File: config.mk
export PLATFORM = sky130hd
export DESIGN_NAME = modbus_rtu_response_framer
export DESIGN_NICKNAME = d
export VERILOG_FILES = /design/src/design/mrf_pkg.sv /design/src/design/mrf_front.sv /design/src/design/mrf_queue.sv /design/src/design/mrf_back.sv /design/src/design/modbus_rtu_response_framer.sv
export SDC_FILE = /design/constraint.sdc
export NUM_CORES = 1
export LEC_CHECK = 0
export BUFFER_PORTS_ARGS = -buffer_cell sky130_fd_sc_hd__clkbuf_2
export CORE_MARGIN = 3
export CORE_UTILIZATION = 55
export DETAILED_ROUTE_END_ITERATION = 10
export GPL_ROUTABILITY_DRIVEN = 0
export GPL_TIMING_DRIVEN = 0
export PLACE_DENSITY = 0.73
export SKIP_CTS_REPAIR_TIMING = 1
export SYNTH_ARGS = -nofsm -noshare
export SYNTH_HDL_FRONTEND = slang
export SYNTH_SLANG_ARGS = --single-unit
export TNS_END_PERCENT = 1
File: constraint.sdc
create_clock -name clk -period 5.2 [get_ports clk]
set_input_delay 0.52 -clock clk [delete_from_list [all_inputs] [get_ports clk]]
set_output_delay 0.52 -clock clk [all_outputs]
set_load 0.05 [all_outputs]
File: src/design/mrf_pkg.sv
// shared types, constants and crc function for the modbus rtu response framer
`timescale 1ns / 1ps

package mrf_pkg;

  localparam logic [15:0] CRC_INIT        = 16'hFFFF;
  localparam logic [15:0] CRC_POLY        = 16'hA001;
  localparam logic [8:0]  READ_OVERHEAD   = 9'd5;
  localparam logic [8:0]  WRITE_FRAME_LEN = 9'd8;

  localparam logic [1:0] ST_OK       = 2'd0;
  localparam logic [1:0] ST_ADDR_ERR = 2'd1;
  localparam logic [1:0] ST_FUNC_ERR = 2'd2;
  localparam logic [1:0] ST_CRC_ERR  = 2'd3;

  localparam logic [7:0] FC_READ_COILS   = 8'd1;
  localparam logic [7:0] FC_READ_INPUTS  = 8'd2;
  localparam logic [7:0] FC_READ_HOLDING = 8'd3;
  localparam logic [7:0] FC_READ_INPUT_R = 8'd4;
  localparam logic [7:0] FC_WRITE_COIL   = 8'd5;
  localparam logic [7:0] FC_WRITE_REG    = 8'd6;
  localparam logic [7:0] FC_WRITE_MULTI  = 8'd16;

  localparam int QUEUE_DEPTH = 2;
  localparam int QPTR_W      = $clog2(QUEUE_DEPTH);
  localparam int QCNT_W      = $clog2(QUEUE_DEPTH + 1);

  // what the back end does with one byte
  typedef enum logic [2:0] {
    OP_START,
    OP_START_REPORT,
    OP_REPORT,
    OP_DATA,
    OP_CRC_LOW,
    OP_CRC_HIGH
  } op_t;

  typedef struct packed {
    op_t        op;
    logic [7:0] data;
    logic [1:0] status;
    logic [8:0] length;
    logic [7:0] fcode;
  } cmd_t;

  function automatic logic [15:0] crc_update(input logic [15:0] crc, input logic [7:0] b);
    logic [15:0] c;
    c = crc ^ {8'h00, b};
    for (int k = 0; k < 8; k++) begin
      if (c[0]) begin
        c = (c >> 1) ^ CRC_POLY;
      end else begin
        c = c >> 1;
      end
    end
    return c;
  endfunction

endpackage

File: src/design/mrf_front.sv
// front end: tracks frame position, checks address and function code, issues commands
`timescale 1ns / 1ps

module mrf_front (
  input  logic             clk,
  input  logic             rst_n,
  input  logic             in_valid,
  output logic             in_stall,
  input  logic [7:0]       in_rx_byte,
  input  logic             in_restart,
  input  logic [7:0]       expected_address,
  input  logic             q_full,
  output logic             push,
  output mrf_pkg::cmd_t    cmd
);

  logic [8:0] idx_r, idx_nxt;
  logic [8:0] tgt_r, tgt_nxt;
  logic [7:0] fn_r, fn_nxt;

  logic [8:0] idx_c, tgt_c, tgt_eff;
  logic [7:0] fn_c;
  logic [9:0] pos_sum;
  logic       accept;
  logic       is_read, is_write;

  assign in_stall = q_full;
  assign accept   = in_valid && !q_full;
  assign push     = accept;

  always_comb begin
    idx_c = in_restart ? 9'd0 : idx_r;
    tgt_c = in_restart ? 9'd0 : tgt_r;
    fn_c  = in_restart ? 8'd0 : fn_r;

    is_read  = (in_rx_byte == mrf_pkg::FC_READ_COILS) || (in_rx_byte == mrf_pkg::FC_READ_INPUTS) ||
               (in_rx_byte == mrf_pkg::FC_READ_HOLDING) ||
               (in_rx_byte == mrf_pkg::FC_READ_INPUT_R);
    is_write = (in_rx_byte == mrf_pkg::FC_WRITE_COIL) || (in_rx_byte == mrf_pkg::FC_WRITE_REG) ||
               (in_rx_byte == mrf_pkg::FC_WRITE_MULTI);

    // read frames learn their length from the byte count
    tgt_eff = (tgt_c == 9'd0) ? ({1'b0, in_rx_byte} + mrf_pkg::READ_OVERHEAD) : tgt_c;
    pos_sum = {1'b0, idx_c} + 10'd2;

    idx_nxt    = idx_c;
    tgt_nxt    = tgt_c;
    fn_nxt     = fn_c;
    cmd.op     = mrf_pkg::OP_DATA;
    cmd.data   = in_rx_byte;
    cmd.status = mrf_pkg::ST_OK;
    cmd.length = 9'd0;
    cmd.fcode  = 8'd0;

    if (idx_c == 9'd0) begin
      if (in_rx_byte == expected_address) begin
        cmd.op  = mrf_pkg::OP_START;
        idx_nxt = 9'd1;
      end else begin
        cmd.op     = mrf_pkg::OP_REPORT;
        cmd.status = mrf_pkg::ST_ADDR_ERR;
        cmd.length = 9'd1;
      end
    end else if (idx_c == 9'd1) begin
      if (is_read || is_write) begin
        cmd.op  = mrf_pkg::OP_DATA;
        tgt_nxt = is_write ? mrf_pkg::WRITE_FRAME_LEN : 9'd0;
        fn_nxt  = in_rx_byte;
        idx_nxt = 9'd2;
      end else begin
        // bad function byte is retried as an address byte
        cmd.status = mrf_pkg::ST_FUNC_ERR;
        cmd.fcode  = in_rx_byte;
        tgt_nxt    = 9'd0;
        fn_nxt     = 8'd0;
        if (in_rx_byte == expected_address) begin
          cmd.op     = mrf_pkg::OP_START_REPORT;
          cmd.length = 9'd1;
          idx_nxt    = 9'd1;
        end else begin
          cmd.op     = mrf_pkg::OP_REPORT;
          cmd.length = 9'd2;
          idx_nxt    = 9'd0;
        end
      end
    end else begin
      tgt_nxt = tgt_eff;
      if (pos_sum < {1'b0, tgt_eff}) begin
        cmd.op  = mrf_pkg::OP_DATA;
        idx_nxt = idx_c + 9'd1;
      end else if (pos_sum == {1'b0, tgt_eff}) begin
        cmd.op  = mrf_pkg::OP_CRC_LOW;
        idx_nxt = idx_c + 9'd1;
      end else begin
        cmd.op     = mrf_pkg::OP_CRC_HIGH;
        cmd.length = tgt_eff;
        cmd.fcode  = fn_c;
        idx_nxt    = 9'd0;
        tgt_nxt    = 9'd0;
        fn_nxt     = 8'd0;
      end
    end
  end

  always_ff @(posedge clk) begin
    if (!rst_n) begin
      idx_r <= 9'd0;
      tgt_r <= 9'd0;
      fn_r  <= 8'd0;
    end else if (accept) begin
      idx_r <= idx_nxt;
      tgt_r <= tgt_nxt;
      fn_r  <= fn_nxt;
    end
  end

endmodule

File: src/design/mrf_queue.sv
// short command queue between front and back end
`timescale 1ns / 1ps

module mrf_queue (
  input  logic                  clk,
  input  logic                  rst_n,
  input  logic                  push,
  input  mrf_pkg::cmd_t         push_cmd,
  output logic                  full,
  input  logic                  pop,
  output logic                  empty,
  output mrf_pkg::cmd_t         head
);

  mrf_pkg::cmd_t               mem_r [mrf_pkg::QUEUE_DEPTH];
  logic [mrf_pkg::QPTR_W-1:0]  wr_ptr_r, wr_ptr_nxt;
  logic [mrf_pkg::QPTR_W-1:0]  rd_ptr_r, rd_ptr_nxt;
  logic [mrf_pkg::QCNT_W-1:0]  count_r, count_nxt;

  assign full  = (count_r == mrf_pkg::QCNT_W'(mrf_pkg::QUEUE_DEPTH));
  assign empty = (count_r == '0);
  assign head  = mem_r[rd_ptr_r];

  always_comb begin
    wr_ptr_nxt = wr_ptr_r;
    rd_ptr_nxt = rd_ptr_r;
    count_nxt  = count_r;
    if (push) begin
      wr_ptr_nxt = (wr_ptr_r == mrf_pkg::QPTR_W'(mrf_pkg::QUEUE_DEPTH - 1)) ? '0 :
                   wr_ptr_r + 1'b1;
    end
    if (pop) begin
      rd_ptr_nxt = (rd_ptr_r == mrf_pkg::QPTR_W'(mrf_pkg::QUEUE_DEPTH - 1)) ? '0 :
                   rd_ptr_r + 1'b1;
    end
    if (push && !pop) begin
      count_nxt = count_r + 1'b1;
    end else if (pop && !push) begin
      count_nxt = count_r - 1'b1;
    end
  end

  always_ff @(posedge clk) begin
    if (!rst_n) begin
      wr_ptr_r <= '0;
      rd_ptr_r <= '0;
      count_r  <= '0;
    end else begin
      wr_ptr_r <= wr_ptr_nxt;
      rd_ptr_r <= rd_ptr_nxt;
      count_r  <= count_nxt;
    end
  end

  always_ff @(posedge clk) begin
    if (push) begin
      mem_r[wr_ptr_r] <= push_cmd;
    end
  end

endmodule

File: src/design/mrf_back.sv
// back end: running crc, trailing crc compare and result register
`timescale 1ns / 1ps

module mrf_back (
  input  logic             clk,
  input  logic             rst_n,
  input  logic             empty,
  input  mrf_pkg::cmd_t    head,
  output logic             pop,
  output logic             out_valid,
  input  logic             out_stall,
  output logic [1:0]       out_status,
  output logic [8:0]       out_frame_length,
  output logic [7:0]       out_function_code
);

  logic [15:0] crc_r, crc_nxt;
  logic [7:0]  low_r, low_nxt;
  logic        valid_r, valid_nxt;
  logic [1:0]  status_r, status_nxt;
  logic [8:0]  len_r, len_nxt;
  logic [7:0]  fc_r, fc_nxt;
  logic        emits;

  assign out_valid         = valid_r;
  assign out_status        = status_r;
  assign out_frame_length  = len_r;
  assign out_function_code = fc_r;

  always_comb begin
    emits = (head.op == mrf_pkg::OP_START_REPORT) || (head.op == mrf_pkg::OP_REPORT) ||
            (head.op == mrf_pkg::OP_CRC_HIGH);
    // a result-free request never waits on the output side
    pop = !empty && (!emits || !valid_r || !out_stall);

    crc_nxt    = crc_r;
    low_nxt    = low_r;
    status_nxt = status_r;
    len_nxt    = len_r;
    fc_nxt     = fc_r;
    valid_nxt  = valid_r && out_stall;

    if (pop) begin
      unique case (head.op)
        mrf_pkg::OP_START: begin
          crc_nxt = mrf_pkg::crc_update(mrf_pkg::CRC_INIT, head.data);
        end
        mrf_pkg::OP_START_REPORT: begin
          crc_nxt    = mrf_pkg::crc_update(mrf_pkg::CRC_INIT, head.data);
          status_nxt = head.status;
          len_nxt    = head.length;
          fc_nxt     = head.fcode;
          valid_nxt  = 1'b1;
        end
        mrf_pkg::OP_REPORT: begin
          status_nxt = head.status;
          len_nxt    = head.length;
          fc_nxt     = head.fcode;
          valid_nxt  = 1'b1;
        end
        mrf_pkg::OP_DATA: begin
          crc_nxt = mrf_pkg::crc_update(crc_r, head.data);
        end
        mrf_pkg::OP_CRC_LOW: begin
          low_nxt = head.data;
        end
        mrf_pkg::OP_CRC_HIGH: begin
          status_nxt = ({head.data, low_r} == crc_r) ? mrf_pkg::ST_OK : mrf_pkg::ST_CRC_ERR;
          len_nxt    = head.length;
          fc_nxt     = head.fcode;
          valid_nxt  = 1'b1;
        end
        default: begin
          crc_nxt = crc_r;
        end
      endcase
    end
  end

  always_ff @(posedge clk) begin
    if (!rst_n) begin
      valid_r <= 1'b0;
      crc_r   <= mrf_pkg::CRC_INIT;
      low_r   <= 8'd0;
    end else begin
      valid_r <= valid_nxt;
      crc_r   <= crc_nxt;
      low_r   <= low_nxt;
    end
  end

  always_ff @(posedge clk) begin
    status_r <= status_nxt;
    len_r    <= len_nxt;
    fc_r     <= fc_nxt;
  end

endmodule

File: src/design/modbus_rtu_response_framer.sv
// modbus rtu response framer top level: address register, front end, queue, back end
// a result for the byte that completes or breaks a frame passes through a queue entry, then the result register
// throughput: one byte per cycle while in_stall is low, bounded by the bytewise crc update
// the two-entry queue lets the front keep taking bytes while a result waits on out_stall
// reset: frame position, queue and output valid clear; crc returns to 0xffff
// reset: expected address returns to 0
`timescale 1ns / 1ps

module modbus_rtu_response_framer (
  input  logic       clk,
  input  logic       rst_n,
  input  logic       cfg_wr_en,
  input  logic [7:0] cfg_wr_data,
  input  logic       in_valid,
  output logic       in_stall,
  input  logic [7:0] in_rx_byte,
  input  logic       in_restart,
  output logic       out_valid,
  input  logic       out_stall,
  output logic [1:0] out_status,
  output logic [8:0] out_frame_length,
  output logic [7:0] out_function_code
);

  logic [7:0]    addr_r;
  logic          q_full, q_empty, q_push, q_pop;
  mrf_pkg::cmd_t push_cmd, head_cmd;

  always_ff @(posedge clk) begin
    if (!rst_n) begin
      addr_r <= 8'd0;
    end else if (cfg_wr_en) begin
      addr_r <= cfg_wr_data;
    end
  end

  mrf_front u_front (
    .clk              (clk),
    .rst_n            (rst_n),
    .in_valid         (in_valid),
    .in_stall         (in_stall),
    .in_rx_byte       (in_rx_byte),
    .in_restart       (in_restart),
    .expected_address (addr_r),
    .q_full           (q_full),
    .push             (q_push),
    .cmd              (push_cmd)
  );

  mrf_queue u_queue (
    .clk      (clk),
    .rst_n    (rst_n),
    .push     (q_push),
    .push_cmd (push_cmd),
    .full     (q_full),
    .pop      (q_pop),
    .empty    (q_empty),
    .head     (head_cmd)
  );

  mrf_back u_back (
    .clk               (clk),
    .rst_n             (rst_n),
    .empty             (q_empty),
    .head              (head_cmd),
    .pop               (q_pop),
    .out_valid         (out_valid),
    .out_stall         (out_stall),
    .out_status        (out_status),
    .out_frame_length  (out_frame_length),
    .out_function_code (out_function_code)
  );

endmodule

==> summary.txt <==
Status
  • Outcome: completed

Global routing
  • GRT Overall Usage: 0.248
  • Total gr overflow: 0
  • Wire length of the first global-routing pass: 27700 microns
  • Vias in the first global route: 5355
  • Initial antenna violation count: 0
  • Largest net degree at the start of global routing: 31

Worst setup path
  • Max Fanout on Critical Path: 10
  • Critical path arrival: 4.79 ns
  • Reg2reg path depth: 12
  • CP endpoint kind: flip-flop
  • Crit start category: input port
  • Crit Path Category: in -> reg
  • Critical Path RT: 5.52 ns

Die
  • Starting Density: 0.566
  • Site Rows: 41
  • Core area: 12700 sq um
  • I/O pin total: 43
  • Vert. Die Dim: 120 microns
  • Die area: 14500 sq um
  • Die width: 120 microns

Synthesis
  • Post-synth EDFFs: 79
  • YS warnings: 0
  • Main synth FF type: edfxtp_1
  • Mapped Avg Cell Area: about 11 sq um
  • Syn Nets: about 700
  • Synth unique cells: 66
  • Cell Area, Synth: 7200 sq um
  • Mapped Cells: 662
  • Seq cells post-synth: about 140
  • Ys async rst share: 0
  • Sequential fraction of the synthesis area: 0.508

Routing
  • Via count: around 5500
  • Drt via density: 6.07
  • WL/cell: ~19 microns
  • # DRC: 0
  • 1st-iter DRT viols: between 500 and 600
  • Drt pass-1 iters: 5
  • Remaining antenna violation count after routing: 0
  • Total Wirelength: 17400 microns

Min path
  • Hold path cells: 1
  • Worst Hold Class: in -> reg

CTS
  • CTS tree: yes
  • CTS buffer count: 17
  • Root Driver: clkbuf_16
  • Max H-tree Level: 4
  • CTS sink cnt: 143
  • CTS max path bufs: 2
  • Clock-pin transition on the worst setup and hold timing paths: around 0.060 ns
  • Clock Latency Late Sink: 0.43 ns

STA
  • Worst-Margin Slew: 1.29 ns
  • Slew HR: 0.134
  • Hold_ws: 0.310 ns
  • Setup tns final: 0 ns
  • Final Skew: 0.00909 ns
  • Final Hold Fails: 0
  • Tmin final: 4.47 ns
  • Tcrit/Tclk final: 0.859
  • Slew Viols, Final: 0
  • Max Clock Freq: approximately 220 MHz
  • Final setup fails: 0
  • Unrepaired setup endpoints after global routing: no

Cells and area
  • Share of cells above drive strength 1: 0.165
  • Layout net count: roughly 760
  • Filler cells: approximately 1000
  • N_diodes: 0
  • Most frequent cells in the layout: 79 x edfxtp_1, 64 x dfxtp_1, 57 x nor2_1
  • P&R area growth vs syn: 15.1%
  • Commonest non-fill, non-tap cell in the layout: edfxtp_1

Run
  • Max-cap violations: 0

Power
  • Power per cell area: 470 nW/um^2
  • Leak: 2.97 nW
  • IR drop worst, VDD: 0.306 mV

Placement
  • # port buffers: 40
  • Post-detail-place hpwl: ~12000 microns
## cell families after synthesis
logic type,after synthesis,share of synthesized area
buf+inv,51,0.0297
fa+ha+maj,18,0.0313
xor+xnor,77,0.0995
simple gates,206,0.148
mux,41,0.0605
flops,143,0.508
compound gates,126,0.123
## worst max-delay path, stage by stage
cell       delay (ns)
clkbuf_2         0.08
buf_2            0.18
inv_1            0.23
clkbuf_1         0.43
nand2_1          0.23
inv_1            0.13
ha_1             0.14
clkbuf_1         0.29
nand3_1          0.14
xor2_1           0.16
nor2_1           0.06
ha_1             0.35
a21oi_1          0.14
o21ai_0          0.17
a2111oi_4        0.52
a21o_2           0.30
buf_2            0.28
nand4_1          0.14
a221oi_1         0.29
## synth_stat cells, types with 3 or more instances
cell	number	area, sq um
edfxtp_1	79	2370
ha_1	18	225
nor2b_1	12	75.1
xnor3_1	3	67.6
a22o_1	8	70.1
nor4_1	8	50.1
a221oi_1	5	43.8
a311oi_1	3	26.3
xor2_1	21	184
clkbuf_1	26	97.6
o2111ai_1	3	26.3
a21oi_1	29	145
nand4_1	15	93.8
mux2i_1	21	210
nand3_1	15	75.1
a31oi_1	5	31.3
dfxtp_1	64	1280
o211ai_1	9	67.6
or3_1	5	31.3
o21ai_0	22	110
or4_2	4	35.0
a32oi_1	6	52.6
and3_1	6	37.5
buf_2	6	30.0
xnor2_1	53	464
mux2_2	20	225
nand2_1	45	169
inv_1	12	45.0
a211oi_1	8	60.1
nand2b_1	3	18.8
nor3b_1	5	37.5
nor3_1	14	70.1
a21boi_0	3	22.5
and2_1	4	25.0
buf_1	4	15.0
nor2_1	58	218
a2bb2oi_1	3	26.3
a22oi_1	5	37.5
## worst paths after layout
path                     from              endpoint  slack [ns]
max                in_restart       u_front.fn_r[2]        0.73
min             in_rx_byte[6]  u_queue.mem_r[1][25]        0.31
max reg2reg  u_front.tgt_r[4]       u_front.fn_r[2]        1.37
min reg2reg  u_front.tgt_r[5]      u_front.tgt_r[5]        0.48
## registers in the layout, indices dropped and copies added, names as in the netlist, named ones only
signal and count:
addr_r 8, u_back.crc_r 16, u_back.low_r 8, u_back.out_frame_length 9
u_back.out_function_code 8, u_back.out_status 2, u_back.out_valid 1, u_front.fn_r 8
u_front.idx_r 9, u_front.tgt_r 9, u_queue.count_r 2, u_queue.mem_r 60
u_queue.rd_ptr_r 1, u_queue.wr_ptr_r 1
## final cells by class
| class | instances | area [sq um] | share of cell area |
|---|---|---|---|
| buffer | 39 | 169 | 0.0204 |
| clock buffer | 18 | 439 | 0.0530 |
| clock inverter | 14 | 205 | 0.0248 |
| inverter | 12 | 45.0 | 0.00544 |
| multi-input combinational | 468 | 3340 | 0.404 |
| sequential | 143 | 3650 | 0.441 |
| tap | 172 | 215 | 0.0260 |
| timing repair buffer | 41 | 211 | 0.0255 |
## metrics by stage
stage               utilization  cells  worst slack [ns]  cell area, sq um  power, mW
finish                    0.651    907             0.731              8280       3.89
floorplan                     -    662              1.25              7200       2.32
detailed placement        0.600    875             0.432              7630       2.58
CTS                       0.651    907             0.833              8280       3.89
global placement          0.598    874             0.501              7610       2.54
global route              0.651    907             0.446              8280       4.05
## routing by layer
layer / part of all wire / global-route usage
met5: 0 / 0
met4: 0.025 / 0.0928
met3: 0.081 / 0.0599
met2: 0.46 / 0.388
met1: 0.43 / 0.336
## power by group
part	internal (mW)	switching, mW
sequential	1.38	0.0770
clock	0.824	0.486
combinational	0.421	0.703
total	2.62	1.27
Note: power is estimated with default switching activity, not from simulation.
